<file path="src/rtl/dns_query_to_answer_rewriter_defines.svh">
// Assertion helpers shared by the rewriter modules.
`ifndef DNS_QUERY_TO_ANSWER_REWRITER_DEFINES_SVH
`define DNS_QUERY_TO_ANSWER_REWRITER_DEFINES_SVH

// Same-cycle implication, checked outside reset.
`define DQAR_ASSERT_NOW(lbl, ante, cons, msg) \
  lbl: assert property (@(posedge clk) disable iff (!rst_n) (ante) |-> (cons)) \
    else $error(msg);

// Next-cycle implication, checked outside reset.
`define DQAR_ASSERT_NEXT(lbl, ante, cons, msg) \
  lbl: assert property (@(posedge clk) disable iff (!rst_n) (ante) |=> (cons)) \
    else $error(msg);

`endif

</file>
<file path="src/rtl/dqar_pkg.sv">
`default_nettype none
package dqar_pkg;

  typedef enum logic [2:0] {
    PH_HEADER    = 3'd0,
    PH_LENGTH    = 3'd1,
    PH_LABEL     = 3'd2,
    PH_POINTER   = 3'd3,
    PH_TYPECLASS = 3'd4,
    PH_DROP      = 3'd5
  } phase_t;

  typedef enum logic {
    KIND_PASS   = 1'b0,
    KIND_ANSWER = 1'b1
  } kind_t;

  // One queued job for the back end.
  typedef struct packed {
    kind_t        kind;
    logic [7:0]   data;   // byte to send first (last QCLASS byte for an answer)
    logic         last;
    logic         err;
    logic [23:0]  tc_hi;  // first three QTYPE/QCLASS bytes, oldest on top
  } job_t;

  localparam int QDEPTH  = 4;
  localparam int QPTR_W  = $clog2(QDEPTH);
  localparam int QCNT_W  = $clog2(QDEPTH + 1);

  localparam logic [3:0] HDR_FLAGS_OFS = 4'd2;
  localparam logic [3:0] HDR_ANC_HI    = 4'd6;
  localparam logic [3:0] HDR_ANC_LO    = 4'd7;
  localparam logic [3:0] HDR_LAST_OFS  = 4'd11;

  localparam logic [7:0] PTR_MIN       = 8'd192;
  localparam logic [7:0] QR_BIT        = 8'h80;
  localparam logic [7:0] ANC_HI_BYTE   = 8'h00;
  localparam logic [7:0] ANC_LO_BYTE   = 8'h01;

  localparam logic [7:0] ANS_PTR_HI    = 8'hC0;
  localparam logic [7:0] ANS_PTR_LO    = 8'h0C;
  localparam logic [7:0] ANS_RDLEN_HI  = 8'h00;
  localparam logic [7:0] ANS_RDLEN_LO  = 8'h04;
  localparam logic [4:0] ANS_LAST_SEQ  = 5'd16;

  localparam logic [31:0] TTL_RST      = 32'd2;
  localparam logic [31:0] ADDR_RST     = 32'd757935405;

  typedef enum logic {
    CFG_TTL  = 1'b0,
    CFG_ADDR = 1'b1
  } cfg_idx_t;

endpackage
`default_nettype wire

</file>
<file path="src/rtl/dqar_front.sv">
`default_nettype none
module dqar_front import dqar_pkg::*; (
  input  wire logic       clk,
  input  wire logic       rst_n,
  input  wire logic       acc,
  input  wire logic [7:0] qbyte,
  input  wire logic       qlast,
  output job_t            job,
  output logic            push
);

  phase_t      phase_r, phase_nxt;
  logic [3:0]  hdr_ofs_r, hdr_ofs_nxt;
  logic [7:0]  label_rem_r, label_rem_nxt;
  logic [1:0]  tail_r, tail_nxt;
  logic [23:0] tc_r, tc_nxt;

  logic        pass;
  logic        answer;
  logic [7:0]  ob;

  always_comb begin
    phase_nxt     = phase_r;
    hdr_ofs_nxt   = hdr_ofs_r;
    label_rem_nxt = label_rem_r;
    tail_nxt      = tail_r;
    tc_nxt        = tc_r;
    pass          = 1'b1;
    answer        = 1'b0;
    ob            = qbyte;
    case (phase_r)
      PH_HEADER: begin
        if (hdr_ofs_r == HDR_FLAGS_OFS) begin
          ob = qbyte | QR_BIT;
        end else if (hdr_ofs_r == HDR_ANC_HI) begin
          ob = ANC_HI_BYTE;
        end else if (hdr_ofs_r == HDR_ANC_LO) begin
          ob = ANC_LO_BYTE;
        end
        if (hdr_ofs_r >= HDR_LAST_OFS) begin
          hdr_ofs_nxt = '0;
          phase_nxt   = PH_LENGTH;
        end else begin
          hdr_ofs_nxt = hdr_ofs_r + 4'd1;
        end
      end
      PH_LENGTH: begin
        if (qbyte == 8'd0) begin
          tail_nxt  = '0;
          phase_nxt = PH_TYPECLASS;
        end else if (qbyte >= PTR_MIN) begin
          phase_nxt = PH_POINTER;
        end else begin
          label_rem_nxt = qbyte;
          phase_nxt     = PH_LABEL;
        end
      end
      PH_LABEL: begin
        label_rem_nxt = label_rem_r - 8'd1;
        if (label_rem_r == 8'd1) begin
          phase_nxt = PH_LENGTH;
        end
      end
      PH_POINTER: begin
        tail_nxt  = '0;
        phase_nxt = PH_TYPECLASS;
      end
      PH_TYPECLASS: begin
        tc_nxt   = {tc_r[15:0], qbyte};
        tail_nxt = tail_r + 2'd1;
        if (tail_r == 2'd3) begin
          pass      = 1'b0;
          answer    = 1'b1;
          phase_nxt = PH_DROP;
        end
      end
      PH_DROP: begin
        pass = 1'b0;
      end
      default: begin
        // undefined phase code: restart as header byte zero
        hdr_ofs_nxt = 4'd1;
        phase_nxt   = PH_HEADER;
      end
    endcase
    // end of packet: return everything to the start-of-packet state
    if (qlast) begin
      phase_nxt     = PH_HEADER;
      hdr_ofs_nxt   = '0;
      label_rem_nxt = '0;
      tail_nxt      = '0;
      tc_nxt        = '0;
    end
  end

  always_comb begin
    push      = acc && (pass || answer);
    job.kind  = answer ? KIND_ANSWER : KIND_PASS;
    job.data  = ob;
    job.last  = pass && qlast;
    job.err   = pass && qlast;
    job.tc_hi = tc_r;
  end

  always_ff @(posedge clk) begin
    if (!rst_n) begin
      phase_r     <= PH_HEADER;
      hdr_ofs_r   <= '0;
      label_rem_r <= '0;
      tail_r      <= '0;
      tc_r        <= '0;
    end else if (acc) begin
      phase_r     <= phase_nxt;
      hdr_ofs_r   <= hdr_ofs_nxt;
      label_rem_r <= label_rem_nxt;
      tail_r      <= tail_nxt;
      tc_r        <= tc_nxt;
    end
  end

endmodule
`default_nettype wire

</file>
<file path="src/rtl/dqar_fifo.sv">
`default_nettype none
`include "dns_query_to_answer_rewriter_defines.svh"
module dqar_fifo import dqar_pkg::*; (
  input  wire logic clk,
  input  wire logic rst_n,
  input  wire logic push,
  input  wire job_t wr_job,
  input  wire logic pop,
  output job_t      rd_job,
  output logic      full,
  output logic      empty
);

  job_t              mem_r [QDEPTH];
  logic [QPTR_W-1:0] wr_ptr_r, wr_ptr_nxt;
  logic [QPTR_W-1:0] rd_ptr_r, rd_ptr_nxt;
  logic [QCNT_W-1:0] cnt_r, cnt_nxt;

  assign full   = (cnt_r == QCNT_W'(QDEPTH));
  assign empty  = (cnt_r == '0);
  assign rd_job = mem_r[rd_ptr_r];

  always_comb begin
    wr_ptr_nxt = push ? wr_ptr_r + QPTR_W'(1) : wr_ptr_r;
    rd_ptr_nxt = pop  ? rd_ptr_r + QPTR_W'(1) : rd_ptr_r;
    cnt_nxt    = cnt_r + QCNT_W'(push) - QCNT_W'(pop);
  end

  always_ff @(posedge clk) begin
    if (push) begin
      mem_r[wr_ptr_r] <= wr_job;
    end
  end

  always_ff @(posedge clk) begin
    if (!rst_n) begin
      wr_ptr_r <= '0;
      rd_ptr_r <= '0;
      cnt_r    <= '0;
    end else begin
      wr_ptr_r <= wr_ptr_nxt;
      rd_ptr_r <= rd_ptr_nxt;
      cnt_r    <= cnt_nxt;
    end
  end

  `DQAR_ASSERT_NOW(a_cnt_bound, 1'b1, cnt_r <= QCNT_W'(QDEPTH), "queue count over depth")
  `DQAR_ASSERT_NOW(a_no_overflow, full, !push, "push into full queue")
  `DQAR_ASSERT_NOW(a_no_underflow, empty, !pop, "pop from empty queue")
  `DQAR_ASSERT_NOW(a_ptr_gap, !full, cnt_r[QPTR_W-1:0] == QPTR_W'(wr_ptr_r - rd_ptr_r),
    "queue pointers disagree with count")

endmodule
`default_nettype wire

</file>
<file path="src/rtl/dqar_back.sv">
`default_nettype none
`include "dns_query_to_answer_rewriter_defines.svh"
module dqar_back import dqar_pkg::*; (
  input  wire logic        clk,
  input  wire logic        rst_n,
  input  wire job_t        head,
  input  wire logic        empty,
  output logic             pop,
  input  wire logic [31:0] ttl,
  input  wire logic [31:0] addr,
  output logic             out_tvalid,
  input  wire logic        out_tready,
  output logic [7:0]       out_tdata,
  output logic             out_tlast,
  output logic             out_tuser
);

  logic [4:0]  seq_r, seq_nxt;
  logic        vld_r;
  logic [7:0]  data_r;
  logic        last_r;
  logic        err_r;

  logic        load;
  logic [7:0]  byte_sel;
  logic        last_sel;
  logic        job_done;

  assign load = !empty && (!vld_r || out_tready);

  always_comb begin
    byte_sel = head.data;
    last_sel = head.last;
    if (head.kind == KIND_ANSWER) begin
      last_sel = (seq_r == ANS_LAST_SEQ);
      case (seq_r)
        5'd0:    byte_sel = head.data;
        5'd1:    byte_sel = ANS_PTR_HI;
        5'd2:    byte_sel = ANS_PTR_LO;
        5'd3:    byte_sel = head.tc_hi[23:16];
        5'd4:    byte_sel = head.tc_hi[15:8];
        5'd5:    byte_sel = head.tc_hi[7:0];
        5'd6:    byte_sel = head.data;
        5'd7:    byte_sel = ttl[31:24];
        5'd8:    byte_sel = ttl[23:16];
        5'd9:    byte_sel = ttl[15:8];
        5'd10:   byte_sel = ttl[7:0];
        5'd11:   byte_sel = ANS_RDLEN_HI;
        5'd12:   byte_sel = ANS_RDLEN_LO;
        5'd13:   byte_sel = addr[31:24];
        5'd14:   byte_sel = addr[23:16];
        5'd15:   byte_sel = addr[15:8];
        5'd16:   byte_sel = addr[7:0];
        default: byte_sel = head.data;
      endcase
    end
    job_done = (head.kind == KIND_PASS) || (seq_r == ANS_LAST_SEQ);
    pop      = load && job_done;
    seq_nxt  = seq_r;
    if (load) begin
      seq_nxt = job_done ? 5'd0 : seq_r + 5'd1;
    end
  end

  always_ff @(posedge clk) begin
    if (!rst_n) begin
      vld_r <= 1'b0;
      seq_r <= '0;
    end else begin
      seq_r <= seq_nxt;
      if (load) begin
        vld_r <= 1'b1;
      end else if (out_tready) begin
        vld_r <= 1'b0;
      end
    end
  end

  always_ff @(posedge clk) begin
    if (load) begin
      data_r <= byte_sel;
      last_r <= last_sel;
      err_r  <= (head.kind == KIND_PASS) && head.err;
    end
  end

  assign out_tvalid = vld_r;
  assign out_tdata  = data_r;
  assign out_tlast  = last_r;
  assign out_tuser  = err_r;

  `DQAR_ASSERT_NOW(a_seq_in_answer, seq_r != 5'd0, !empty && head.kind == KIND_ANSWER,
    "answer sequence running without an answer job")
  `DQAR_ASSERT_NOW(a_seq_bound, 1'b1, seq_r <= ANS_LAST_SEQ, "answer sequence past end")
  `DQAR_ASSERT_NEXT(a_answer_end, load && head.kind == KIND_ANSWER && seq_r == ANS_LAST_SEQ,
    out_tvalid && out_tlast && !out_tuser, "answer did not end with clean last byte")

endmodule
`default_nettype wire

</file>
<file path="src/rtl/dns_query_to_answer_rewriter.sv">
`default_nettype none
// Reply bytes pass the job queue, then the output register that drives out_*.
// One query byte per cycle while the job queue is not full; an answer job holds the output
// stage for its 17 bytes; the 4-entry parser-to-emitter queue sets how long input flows.
// Synchronous active-low reset returns the parser to the header, empties the queue,
// and loads TTL 2 and address 45.45.45.45.
module dns_query_to_answer_rewriter import dqar_pkg::*; (
  input  wire logic        clk,
  input  wire logic        rst_n,
  input  wire logic        in_tvalid,
  output logic             in_tready,
  input  wire logic [7:0]  in_tdata,   // [7:0] query_byte
  input  wire logic        in_tlast,   // query_last
  output logic             out_tvalid,
  input  wire logic        out_tready,
  output logic [7:0]       out_tdata,  // [7:0] reply_byte
  output logic             out_tlast,  // reply_last
  output logic             out_tuser,  // [0] reply_error
  input  wire logic        cfg_valid,
  output logic             cfg_ready,
  input  wire logic        cfg_index,
  input  wire logic [31:0] cfg_data
);

  logic [31:0] ttl_r;
  logic [31:0] addr_r;

  job_t        push_job;
  job_t        head_job;
  logic        push;
  logic        pop;
  logic        full;
  logic        empty;
  logic        in_acc;

  assign cfg_ready = 1'b1;
  assign in_tready = !full;
  assign in_acc    = in_tvalid && in_tready;

  always_ff @(posedge clk) begin
    if (!rst_n) begin
      ttl_r  <= TTL_RST;
      addr_r <= ADDR_RST;
    end else if (cfg_valid) begin
      case (cfg_idx_t'(cfg_index))
        CFG_TTL:  ttl_r  <= cfg_data;
        CFG_ADDR: addr_r <= cfg_data;
        default:  ttl_r  <= ttl_r;
      endcase
    end
  end

  dqar_front u_front (
    .clk   (clk),
    .rst_n (rst_n),
    .acc   (in_acc),
    .qbyte (in_tdata),
    .qlast (in_tlast),
    .job   (push_job),
    .push  (push)
  );

  dqar_fifo u_fifo (
    .clk    (clk),
    .rst_n  (rst_n),
    .push   (push),
    .wr_job (push_job),
    .pop    (pop),
    .rd_job (head_job),
    .full   (full),
    .empty  (empty)
  );

  dqar_back u_back (
    .clk        (clk),
    .rst_n      (rst_n),
    .head       (head_job),
    .empty      (empty),
    .pop        (pop),
    .ttl        (ttl_r),
    .addr       (addr_r),
    .out_tvalid (out_tvalid),
    .out_tready (out_tready),
    .out_tdata  (out_tdata),
    .out_tlast  (out_tlast),
    .out_tuser  (out_tuser)
  );

endmodule
`default_nettype wire
</file>
<file path="config.mk">
export PLATFORM = sky130hd
export DESIGN_NAME = dns_query_to_answer_rewriter
export DESIGN_NICKNAME = d
export VERILOG_FILES = /design/src/rtl/dqar_pkg.sv /design/src/rtl/dqar_front.sv /design/src/rtl/dqar_fifo.sv /design/src/rtl/dqar_back.sv /design/src/rtl/dns_query_to_answer_rewriter.sv
export VERILOG_INCLUDE_DIRS = /design/src /design/src/rtl
export SDC_FILE = /design/constraint.sdc
export NUM_CORES = 1
export LEC_CHECK = 0
export BUFFER_PORTS_ARGS = -buffer_cell sky130_fd_sc_hd__buf_2
export CAP_MARGIN = 40
export CORE_ASPECT_RATIO = 1.4
export CORE_MARGIN = 5
export CORE_UTILIZATION = 61
export DETAILED_ROUTE_END_ITERATION = 16
export GPL_TIMING_DRIVEN = 0
export PLACE_DENSITY = 0.78
export SLEW_MARGIN = 20
export SYNTH_ARGS = -nofsm -noshare
export SYNTH_HDL_FRONTEND = slang
export SYNTH_SLANG_ARGS = --single-unit
</file>
<file path="constraint.sdc">
create_clock -name clk -period 3.5 [get_ports clk]
set_input_delay 0 -clock clk [delete_from_list [all_inputs] [get_ports clk]]
set_output_delay 0 -clock clk [all_outputs]
set_load 0.02 [all_outputs]
</file>
## After elaboration in Yosys (flattened, before gate mapping)

Memories as Yosys holds them, arrays and structs flattened. A register that Yosys moved wholly into a read port is not among the register bits.
Cells that the tools add are included.

| storage, ports and cells | value |
|---|---|
| bits in registers | 128 |
| input port bits | 47 |
| memory bits (writable) | 140 |
| memories | 1 |
| word-level logic and storage cells | 127 |

Memories:

| memory | words | width | read ports | clocked after Yosys merged registers in | wr ports | line | source |
|---|---|---|---|---|---|---|---|
| u_fifo.mem_r | 4 | 35 | 1 | 1 | 1 | dqar_fifo.sv:14 | `job_t mem_r [QDEPTH];` |

| cells by class | value |
|---|---|
| bitwise operators | 2 |
| reductions and logical operators | 27 |
| muxes and demuxes | 38 |
| $add $sub $neg | 8 |
| $lt $le $gt $ge | 2 |
| equality and inequality tests | 34 |

Operators by type and width:

| operator | number |
|---|---|
| 8-bit one-hot mux with 15 select lines | 1 |
| 8-bit 2-to-1 mux | 8 |
| 24-bit 2-to-1 mux | 2 |
| 5-bit by 4-bit equality test with 1-bit output, second input constant | 8 |
| 3-bit one-hot mux with 6 select lines | 1 |
| 8-bit one-hot mux with 2 select lines | 1 |
| 5-bit by 3-bit equality test with 1-bit output, second input constant | 3 |
| 3-bit 2-to-1 mux | 5 |
| 3-bit by 2-bit inequality test with 1-bit output, second input constant | 4 |
| 5-bit by 2-bit equality test with 1-bit output, second input constant | 2 |
| 1-bit 2-to-1 mux | 10 |
| 3-bit equality test, second input constant | 3 |
| 4-bit by 3-bit equality test with 1-bit output, second input constant | 2 |
| 8-bit by 1-bit equality test with 1-bit output, second input constant | 1 |
| 8-bit >= comparator, second input constant | 1 |
| 8-bit logical NOT | 1 |
| 2-bit 2-to-1 mux | 4 |
| 4-bit 2-to-1 mux | 2 |
| 4-bit one-hot mux with 2 select lines | 1 |
| 2-bit AND reduction | 4 |
| 8-bit by 1-bit subtractor with 8-bit output, second input constant | 1 |
| 2-bit by 1-bit adder with 2-bit output, second input constant | 3 |
| 3-bit by 2-bit equality test with 1-bit output, second input constant | 2 |
| 1-bit logical AND | 6 |
| 27 further kinds | 35 |

## Depth between registers and ports, before layout

| depth | value |
|---|---|
| depth in word-level cells | 7 |
| depth in mapped cells | 13 |

## Cells and area by module

A second synthesis with hierarchy kept.

| unflattened totals | value |
|---|---|
| cell total of the unflattened synthesis | 932 |
| area, all modules | 11910.2 sq um |

By module, submodules not included:

| module | times used | area each (sq um) | cells each | seq. area each (sq um) |
|---|---|---|---|---|
| dqar_fifo | 1 | 5545.3 | 226 | 4384.2 |
| dns_query_to_answer_rewriter | 1 | 2508.7 | 270 | 1281.2 |
| dqar_front | 1 | 2125.8 | 247 | 820.8 |
| dqar_back | 1 | 1730.4 | 189 | 420.4 |

## Worst setup path before layout

Ideal clock, no wire load.

| timing path | value |
|---|---|
| kind | flip-flop to flip-flop |
| start point | reg u_back.seq_r[0] |
| end point | reg u_fifo.cnt_r[2] |
| clock period less this slack | 2.810 ns |
| data arrival time | 2.695 ns |
| setup time | 0.115 ns |
| data required time | 3.385 ns |
| cell stages (with the launch flop) | 14 |
| slack | 0.690 ns |
| path through | dfxtp_1 inv_1 ha_1 buf_2 or4bb_1 a211oi_2 ha_1 inv_1 ha_1 inv_1 fa_1 xnor2_1 xnor2_1 and2_1 |

| between the ends | value |
|---|---|
| longest elaborated chain between the ends | 4 |

RTL lines:

| element | line | source |
|---|---|---|
| start: declaration | dqar_back.sv:18 | `logic [4:0] seq_r, seq_nxt;` |
| start signal: assignment | dqar_back.sv:70 | `seq_r <= seq_nxt;` |
| 5-bit equality test | dqar_back.sv:57 | `job_done = (head.kind == KIND_PASS) \|\| (seq_r == ANS_LAST_SEQ);` |
| 1-bit logical OR | dqar_back.sv:57 |  |
| 1-bit logical AND | dqar_back.sv:58 | `pop = load && job_done;` |
| named net pop | dns_query_to_answer_rewriter.sv:31 | `logic pop;` |
| 3-bit by 1-bit subtractor with 3-bit output | dqar_fifo.sv:26 | `cnt_nxt = cnt_r + QCNT_W'(push) - QCNT_W'(pop);` |
| end signal: assignment | dqar_fifo.sv:43 | `cnt_r <= cnt_nxt;` |
| end: declaration | dqar_fifo.sv:17 | `logic [QCNT_W-1:0] cnt_r, cnt_nxt;` |

The timed path passes the listed nets, and every way through them passes these cells.
A chain may end at the register's enable or synchronous reset.

## Final worst setup path

Same ends and word-level chain as after synthesis.

==> out/results.tsv <==
stage	metric	value	unit
layout	diodes	0	
timing	max_slew_margin	0.449	
critical_path	crit_family	adder cells	
synth	ys.flop_type	edfxtp_1	
layout	layout-drive-gt1-share	0.162	
layout	final_util	0.721	
critical_path	crit_path_max_incr_delay	0.44	ns
power_and_ir_drop	p_leak	4.68	nW
critical_path	r2r_slack	0.39	ns
critical_path	r2r_start	u_back.seq_r[0]$_SDFFE_PN0P_	
critical_path	reg2reg_to	u_fifo.cnt_r[2]$_SDFF_PN0_	
cts	cts.repair.resized	0	
routing	avgViaCountPerCell	5.99	
cts	cts-root-buf	clkbuf_16	
routing	drc	0	
synth	netlist_area	0.0114	mm2
floorplanning	io_pins	60	
critical_path	crit_chain	inv_1, ha_1, buf_2, or4bb_1, a211oi_2, ha_1, inv_1, ha_1, inv_1, fa_1, xnor2_1, xnor2_1, and2_1	
synth	synth_cells	930	
critical_path	path_buf_inv	4	
synth	yosysSeqAreaShare	0.596	
critical_path	reg2reg_depth	13	
cts	cts_tree	yes	
floorplanning	die_area	0.0215	mm2
timing	fmax	321	MHz
timing	hold_viol	0	
critical_path	worstSetupPathType	register to register	
critical_path	startpoint	u_back.seq_r[0]$_SDFFE_PN0P_	
routing	first_pass_iters	7	
layout	area_growth	16.9	%
synth	syn_avg_cell_area	12.2	um2
layout	finalNetCount	1131	
flow_run	maxCapViolCount	0	
cts	clk_pin_slew_worst_paths	0.06	ns
critical_path	cp.depth	13	
synth	yosysTopAreaCell	edfxtp_1	
critical_path	crit_path_top_delay_cell	or4bb_1	
critical_path	crit_path_end	u_fifo.cnt_r[2]$_SDFF_PN0_	
cts	cts_buffer_depth	3	
min_path	holdCritPathClass	primary input to register	
floorplanning	rows	59	
routing	wire_per_inst	21.3	um
critical_path	critPathLaunchType	register	
synth	yosys.area.top_type_share	0.385	
global_route	grt_pass1_wl	44.8	mm
routing	antenna_left	0	
critical_path	path_max_fanout	10	
floorplanning	die_w	125	um
critical_path	worst_ep_arrival_time	3.54	ns
floorplanning	start_util	0.617	
routing	drtIter0Drc	793	
synth	synth-seq-cells	266	
global_route	antenna_found_initial	0	
timing	worst_pin_slew	0.826	ns
routing	num_vias	7968	
critical_path	endpoint_kind	register	
timing	period_minus_slack	3.11	ns
cts	cts_max_level	1	
timing	fin_crit_sh	0.890	
global_route	grt_pass1_vias	8064	
global_route	grt-ovfl-total	0	
placement	post-dp-hpwl	19.5	mm
timing	slew_viol_final	0	
cts	post-cts-setup-buffer-count	0	
cts	clk_latency	0.53	ns
global_route	grt_usage	0.266	
timing	fin_setup_tns	0	ns
global_route	grt_start_max_net_pins	28	
layout	fillers	1229	
synth	synth_nets	994	
timing	fin_worst_skew	0.00932	ns
routing	drt_wl_total	28.4	mm
run_status	status	completed	
synth	synth-edff-count	146	
floorplanning	core_area	0.0185	mm2
cts	clock-sinks	266	
floorplanning	die_h	172	um
placement	globalplace.congestion	0.945	
synth	yosysWarnings	0	
critical_path	worst-endpoint-required	3.93	ns
power_and_ir_drop	power.density	618	mW/mm2
cts	cts_made_buffers	25	
placement	io_buffer_count	57	
synth	ys_top_cells_by_area	edfxtp_1 39%, dfxtp_1 21%, mux4_2 6.7%	
power_and_ir_drop	ir_worst_vdd	381	uV
synth	async_reset_ff_frac	0	
synth	synth.distinct_cells	71	
min_path	hold_start	in_tlast	
timing	rsz0062_at_grt	false	
timing	setup_viol	0	
==> cell families (layout without fill, tap and decap cells) <==
logic type,Yosys count,after routing,synth area share
AO/OA/AOI/OAI,181,181,0.117
XOR/XNOR,14,14,0.0108
adder cells (fa/ha/maj),17,17,0.0193
buffers and inverters,79,235,0.0309
flip-flops,266,266,0.596
multiplexers,51,51,0.0841
other,1,1,0.000329
AND/OR/NAND/NOR,321,321,0.142
==> cells in the final DEF (no fill, tap or decap), types with 5 or more instances in the layout <==
cell type and instances:
dfxtp_1 120, clkinv_2 5, nand3_1 25, inv_1 16
nor2_1 24, xor2_1 6, clkbuf_16 25, dlygate4sd3_1 48
nor3_1 12, mux2i_1 12, a21boi_1 5, a21oi_1 29
nand2b_1 9, buf_2 75, ha_1 16, mux4_2 34
edfxtp_1 146, a21boi_0 48, buf_1 6, clkbuf_1 38
o21ai_0 7, nor2b_1 33, nand3b_1 13, clkinv_1 6
and2_1 18, xnor2_1 8, nand2_1 150, a22oi_1 31
a22o_1 6
==> cells in the mapped netlist (all sizes together), types with 4 or more instances <==
library cell,count
nor2,25
a21oi,29
clkbuf,34
nand3,25
or3,4
a21o,4
nor3,12
a21boi,53
nand2,150
mux4,34
inv,16
nand3b,13
a22oi,31
o2111ai,4
a211oi,5
a31o,4
nand2b,9
a22o,6
mux2i,12
mux2,5
xor2,6
nor3b,7
edfxtp,146
a2111oi,4
buf,29
ha,16
dfxtp,120
a31oi,4
nor4,4
xnor2,8
nor2b,33
o21ai,10
and2,22
==> layer usage <==
metal  share of wire  GRT usage  wire length [um]  vias to the layer above
li1                -          -                 -                     3690
met1            0.38      0.310             10700                     3842
met2            0.52      0.481             14700                      347
met3           0.059     0.0432              1690                       89
met4           0.046      0.122              1310                        0
met5               0          0                 0                        -
==> where the power goes <==
group	switching [mW]	total, mW	internal, mW	leakage (nW)
combinational	1.05	1.90	0.852	1.99
clock	1.17	2.49	1.32	0.357
sequential	0.141	3.82	3.68	2.33
==> flip-flops by register name, indices dropped and copies added, names as in the netlist, 3 cells and up, named ones only <==
| name | cells |
|---|---|
| u_fifo.cnt_r | 3 |
| addr_r | 32 |
| u_front.label_rem_r | 8 |
| u_front.tc_r | 24 |
| u_fifo.mem_r | 136 |
| u_front.phase_r | 3 |
| ttl_r | 32 |
| u_back.out_tdata | 8 |
| u_front.hdr_ofs_r | 4 |
| u_back.seq_r | 5 |
==> worst reg2reg max path, stage by stage, from the launching register on <==
cell and delay (ns):
dfxtp_1 0.36, inv_1 0.10, ha_1 0.13, buf_2 0.23
or4bb_1 0.44, a211oi_2 0.35, ha_1 0.31, inv_1 0.06
ha_1 0.13, inv_1 0.05, fa_1 0.40, xnor2_1 0.21
xnor2_1 0.09, and2_1 0.15
==> metrics by stage <==
stage / worst slack (ns) / hold WS (ns) / instance area (um2) / total power [mW] / std cells
floorplan: 0.690 / 0.124 / 11400 / 5.17 / 930
global placement: 0.257 / 0.226 / 12000 / 5.66 / 1231
detailed placement: 0.422 / 0.237 / 12100 / 5.74 / 1236
CTS: 0.383 / 0.158 / 13300 / 8.25 / 1330
global route: 0.162 / 0.247 / 13300 / 8.57 / 1330
finish: 0.387 / 0.173 / 13300 / 8.22 / 1330
==> area by class of cell <==
class	count	area, um2	share of cell area
Clock inverter	17	101	0.00762
Inverter	16	60.1	0.00451
Timing Repair Buffer	110	866	0.0651
Sequential cell	266	6790	0.510
Multi-Input combinational cell	585	4250	0.320
Clock buffer	29	641	0.0481
Buffer	63	292	0.0219
Tap cell	244	305	0.0229
==> worst min-delay path by stage <==
stage          slack (ns)  cells after the start                        endpoint
6_report             0.17                      4  u_front.tail_r[0]$_SDFFE_PN0P_
5_1_grt              0.25                      4  u_front.tail_r[0]$_SDFFE_PN0P_
4_1_cts              0.16                      4  u_front.tail_r[0]$_SDFFE_PN0P_
3_5_place_dp         0.24                      3         addr_r[10]$_SDFFE_PN1P_
3_3_place_gp         0.23                      3         addr_r[16]$_SDFFE_PN1P_
2_1_floorplan        0.12                      2           ttl_r[1]$_SDFFE_PN1P_
==> what timing repair did <==
| action | in CTS | in global routing |
|---|---|---|
| endpoints found under the setup margin | 0 | 0 |
| endpoints found under the hold margin | 108 | 0 |
| hold buffers | 48 | 0 |
(Power assumes the default switching activity.)
